`src/rtl/moving_average_filter_top_defines.svh`:
```
// Assertion macros used by maf_datapath.
`ifndef MOVING_AVERAGE_FILTER_TOP_DEFINES_SVH
`define MOVING_AVERAGE_FILTER_TOP_DEFINES_SVH
`ifndef NO_ASSERTIONS
`define MAF_ASSERT_IMPLY(label, clk, rst, ante, cons) \
   label: assert property (@(posedge clk) disable iff (rst) (ante) |-> (cons)) \
      else $error("moving average filter: same-cycle check failed");
`define MAF_ASSERT_NEXT(label, clk, rst, ante, cons) \
   label: assert property (@(posedge clk) disable iff (rst) (ante) |=> (cons)) \
      else $error("moving average filter: next-cycle check failed");
`else
`define MAF_ASSERT_IMPLY(label, clk, rst, ante, cons)
`define MAF_ASSERT_NEXT(label, clk, rst, ante, cons)
`endif
`endif

```
`src/rtl/maf_pkg.sv`:
```
package maf_pkg;

   localparam int MAX_WINDOW = 1024;
   localparam int SAMPLE_W   = 24;
   localparam int WLEN_W     = 11;
   localparam int ADDR_W     = $clog2(MAX_WINDOW);
   localparam int CNT_W      = $clog2(MAX_WINDOW + 1);
   localparam int SUM_W      = SAMPLE_W + $clog2(MAX_WINDOW);
   localparam int STEP_W     = $clog2(SUM_W + 1);
   localparam int CMP_W      = (WLEN_W > CNT_W) ? WLEN_W : CNT_W;
   localparam int CSR_DATA_W = 32;
   localparam int CSR_ADDR_W = 3;

   typedef enum logic [2:0] {
      ST_IDLE,
      ST_READ,
      ST_UPDATE,
      ST_START,
      ST_DIVIDE,
      ST_OUTPUT
   } state_type;

   typedef struct packed {
      logic capture;
      logic rd;
      logic update;
      logic div_start;
      logic div_step;
      logic load_out;
   } cmd_type;

   typedef struct packed {
      logic div_done;
      logic out_free;
   } stat_type;

   // zero means a window of one; anything above the store depth saturates
   function automatic logic [CNT_W-1:0] active_window(input logic [WLEN_W-1:0] wlen);
      logic [CMP_W-1:0] wx;
      wx = CMP_W'(wlen);
      if (wx == '0) begin
         wx = CMP_W'(1);
      end else if (wx > CMP_W'(MAX_WINDOW)) begin
         wx = CMP_W'(MAX_WINDOW);
      end
      return CNT_W'(wx);
   endfunction

endpackage

```
`src/rtl/maf_ctrl.sv`:
```
module maf_ctrl (
   input  logic              clock,
   input  logic              reset,
   input  logic              req_valid,
   output logic              req_stall,
   input  maf_pkg::stat_type stat,
   output maf_pkg::cmd_type  cmd
);

   maf_pkg::state_type state_ff;
   maf_pkg::state_type state_in;

   always_ff @(posedge clock) begin
      if (reset) begin
         state_ff <= maf_pkg::ST_IDLE;
      end else begin
         state_ff <= state_in;
      end
   end

   always_comb begin
      state_in = state_ff;
      unique case (state_ff)
         maf_pkg::ST_IDLE: begin
            if (req_valid) begin
               state_in = maf_pkg::ST_READ;
            end
         end
         maf_pkg::ST_READ:   state_in = maf_pkg::ST_UPDATE;
         maf_pkg::ST_UPDATE: state_in = maf_pkg::ST_START;
         maf_pkg::ST_START:  state_in = maf_pkg::ST_DIVIDE;
         maf_pkg::ST_DIVIDE: begin
            if (stat.div_done) begin
               state_in = maf_pkg::ST_OUTPUT;
            end
         end
         maf_pkg::ST_OUTPUT: begin
            if (stat.out_free) begin
               state_in = maf_pkg::ST_IDLE;
            end
         end
         default: state_in = maf_pkg::ST_IDLE;
      endcase
   end

   always_comb begin
      cmd       = '0;
      req_stall = 1'b1;
      unique case (state_ff)
         maf_pkg::ST_IDLE: begin
            req_stall   = 1'b0;
            cmd.capture = req_valid;
         end
         maf_pkg::ST_READ:   cmd.rd = 1'b1;
         maf_pkg::ST_UPDATE: cmd.update = 1'b1;
         maf_pkg::ST_START:  cmd.div_start = 1'b1;
         maf_pkg::ST_DIVIDE: cmd.div_step = 1'b1;
         maf_pkg::ST_OUTPUT: cmd.load_out = stat.out_free;
         default: cmd = '0;
      endcase
   end

endmodule

```
`config.mk`:
```
export PLATFORM = sky130hd
export DESIGN_NAME = maf_ctrl
export DESIGN_NICKNAME = d
export VERILOG_FILES = /design/src/rtl/moving_average_filter_top_defines.svh /design/src/rtl/maf_pkg.sv /design/src/rtl/maf_ctrl.sv
export SDC_FILE = /design/constraint.sdc
export NUM_CORES = 1
export LEC_CHECK = 0
export ABC_CLOCK_PERIOD_IN_PS = 1600
export BUFFER_PORTS_ARGS = -buffer_cell sky130_fd_sc_hd__buf_4
export CAP_MARGIN = 20
export CORE_AREA = 3 3 40 42
export DETAILED_ROUTE_END_ITERATION = 10
export DIE_AREA = 0 0 43 45
export GPL_TIMING_DRIVEN = 1
export SLEW_MARGIN = 20
export SYNTH_ARGS = -nofsm -noshare
export SYNTH_HDL_FRONTEND = slang
export SYNTH_SLANG_ARGS = --single-unit
```
`constraint.sdc`:
```
create_clock -name clock -period 1.6 [get_ports clock]
set_input_delay 0.16 -clock clock [delete_from_list [all_inputs] [get_ports clock]]
set_output_delay 0.16 -clock clock [all_outputs]
set_load 0.1 [all_outputs]
```
Yosys cells after proc, flatten, opt, wreduce, memory -nomap -nowiden
Index checks and enable logic that the tools add are counted.
- eq/ne operators: 8
- multiplexer cells: 11
- reductions and logical operators: 2
- operators with widths (kind ; number):
    3-bit one-hot mux with 6 select lines ; 1
    3-bit 2-to-1 mux ; 3
    1-bit 2-to-1 mux ; 7
    3-bit by 2-bit == test with 1-bit output, second input constant ; 2
    3-bit == test, second input constant ; 2
    2-bit inequality test, second input constant ; 3
    3-bit by 1-bit == test with 1-bit output, second input constant ; 1
    3-bit zero test ; 1
    3-bit AND reduction ; 1
- register bits: 3
- bits of input ports: 5
- output and inout port bits: 7
- logic and storage cells: 22

Longest topological paths before layout
- word-level depth: 3
- depth in mapped cells: 4
- gate-level depth less buffers: 3

Worst setup path before layout
No wires, ideal clock.
- path type: reg-to-output
- start: register state_ff[0]
- end: output cmd[4] (netlist bit)
- arrival time: 2618 ps
- data required time: 1440 ps
- setup slack: -1178 ps
- cell stages (with the launch flop): 3
- buffers on the path: 1
- path through: dfxtp_1 -> buf_6 -> nor3b_1
- RTL lines (item ; line ; RTL):
    start: declaration ; maf_ctrl.sv:10 ; maf_pkg::state_type state_ff;
    start signal: assignment ; maf_ctrl.sv:15 ; state_ff <= maf_pkg::ST_IDLE;
    start signal: assignment ; maf_ctrl.sv:17 ; state_ff <= state_in;
    end: declaration ; maf_ctrl.sv:7 ; output maf_pkg::cmd_type cmd

==> impl_metrics.tcl <==
set metrics [dict create \
    outcome "complete, no violations" \
    synthesis.nets 30 \
    gr-usage-all-layers_pct 6.24 \
    cap_violations 0 \
    dr.pass1.iters 4 \
    grt_antenna_before_repair 0 \
    path_clk_slew_ns 0.04 \
    hpwl_um 360 \
    num_vias 212 \
    total_power_uw 556 \
    cts_buffer_depth 2 \
    first_iter_violations 5 \
    reg.largest.list "state_ff (3)" \
    n_antenna_cell 0 \
    syn_area_per_cell_um2 8.21 \
    critical_path_class "flop to primary output" \
    placed_area_um2 299 \
    fillers 138 \
    busiest_layer "met4" \
    crit_path_end_kind "primary output" \
    grt_util_met2_pct 7.19 \
    vias_per_cell 4.00 \
    drc 0 \
    io_pins 12 \
    port_buffers 11 \
    layout_common_cells "10 x buf_4, 3 x nand2_1, 3 x nor2_1, 3 x clkbuf_4, 3 x dfxtp_1" \
    finalHoldViolCount 0 \
    cts_tree "done" \
    reg2reg_from "state_ff[2]" \
    worstReg2RegEnd "state_ff[0]" \
    hold_path.class "primary input to flop" \
    whs_ns 0.0964 \
    crit_fanout 10 \
    largest_reg_flops 3 \
    dieHeight_um 45 \
    setup_violations 0 \
    h-tree-depth 1 \
    layout_commonest_cell "buf_4" \
    ff2ff_path_depth 3 \
    post_cts_resized 0 \
    clkSinkCount 3 \
    dp_cells 49 \
    ant_nets 0 \
    grt_overflow 0 \
    fin_skew_ns 0.00277 \
    min_path_cells 2 \
    ys_types 16 \
    whs_endpoint "state_ff[2]" \
    r2r_slack_ns 0.43 \
    post_cts_buffers 0 \
    die-area_um2 1940 \
    slew_viol_final 0 \
    ir_drop_mv 0.504 \
    drive_gt1_share_pct 50.0 \
    drt-total-wl_um 483 \
    rsz0062_at_grt "no" \
    grt_first_pass_wirelength_um 779 \
    clock.fmax_mhz 659 \
    nets 44 \
    row_count 13 \
    finalCriticalPeriod_ns 1.52 \
    syn_area_um2 205 \
    min_from "reset" \
    stdcell_area_um2 329 \
    power.density_nw_per_um2 1690 \
    syn_inst 25 \
    arrival_ns 1.36 \
    area_growth_pct 60.4 \
    ys_seq_elements 3 \
    tightest_slew_ns 0.355 \
    regMostFlops "state_ff" \
    synth_seq_area_share_pct 29.3 \
    grt_pass1_vias 199 \
    final.period_utilization_pct 94.8 \
    clock-root-buffer "clkbuf_4" \
    required_ns 1.44 \
    max-slew-margin-rel_pct 76.3 \
    die-width_um 43 \
    clk_latency_ns 0.23 \
    p_leak_nw 0.145 \
    use_met3_pct 2.79 \
    use_met1_pct 6.25 \
    worst_setup_path_start_kind "flop" \
    hold_buffers 0 \
    initial_core_util_pct 16.0 \
    cts_made_buffers 3 \
    finalNonFillerCells 53 \
    core_um2 1280 \
    yosysWarnings 0 \
    post_drt_wl_per_cell_um 9.11 \
    gp_congestion 0.746 \
    grt_max_degree 11 \
]
area by class of cell:
cell class	count	area [um2]	area share, %
Tap cell	15	18.8	5.70
Multi-Input combinational cell	18	130	39.5
Inverter	2	7.51	2.28
Sequential cell	3	60.1	18.3
Timing Repair Buffer	11	86.3	26.2
Clock buffer	4	26.3	7.98
per-stage QoR:
stage | worst slack, ns | TNS, ns | utilization (%)
5_1_grt | 0.0164 | 0 | 25.6
4_1_cts | 0.0134 | 0 | 25.3
3_5_place_dp | 0.278 | 0 | 23.3
2_1_floorplan | -0.352 | -1.20 | -
6_report | 0.0836 | 0 | 25.6
3_3_place_gp | 0.294 | 0 | 23.3
worst max-delay path by stage:
stage / endpoint / slack (ns) / depth (start not counted) / from
global placement: cmd[5] / 0.29 / 3 / state_ff[0]
detailed placement: cmd[5] / 0.28 / 3 / state_ff[0]
finish: cmd[5] / 0.08 / 3 / state_ff[0]
global route: cmd[1] / 0.02 / 3 / state_ff[2]
CTS: cmd[5] / 0.01 / 3 / state_ff[0]
floorplan: cmd[0] / -0.35 / 3 / state_ff[1]
cells in the mapped netlist (all sizes together):
library cell  instances  share of area (%)
or3                   1                5.5
buf                   2                 11
o221ai                1                4.3
nand2                 3                5.5
and3b                 2                9.1
dfxtp                 3                 29
o21ai                 1                2.4
mux2i                 1                4.9
nor2                  4                8.5
nor3b                 1                3.7
a31oi                 1                3.1
inv                   2                3.7
nor3                  2                4.9
xnor2                 1                4.3
kinds of logic (layout without fill, tap and decap cells):
logic type / Yosys count / after routing / share of synthesized area (%)
flops: 3 / 3 / 29.3
xor+xnor: 1 / 1 / 4.27
compound gates: 3 / 3 / 9.76
simple gates: 13 / 13 / 37.2
mux: 1 / 1 / 4.88
buf+inv: 4 / 17 / 14.6
where the power goes:
| part | leakage, nW | total (mW) | switching, mW | internal, mW |
|---|---|---|---|---|
| Sequential | 0.0247 | 0.111 | 0.0246 | 0.0864 |
| Combinational | 0.106 | 0.311 | 0.231 | 0.0806 |
| Clock | 0.0150 | 0.134 | 0.0402 | 0.0935 |
worst max-delay path: stages (launching register included):
cell and delay [ns]:
dfxtp_1 0.39, or3_4 0.42, nor2_4 0.09, buf_6 0.22
routing by layer:
layer | wire length, um | up-vias
li1 | - | 110
met1 | 226 | 90
met2 | 202 | 10
met3 | 34 | 2
met4 | 19 | 0
met5 | 0 | -
Note: power is estimated with default switching activity, not from simulation.
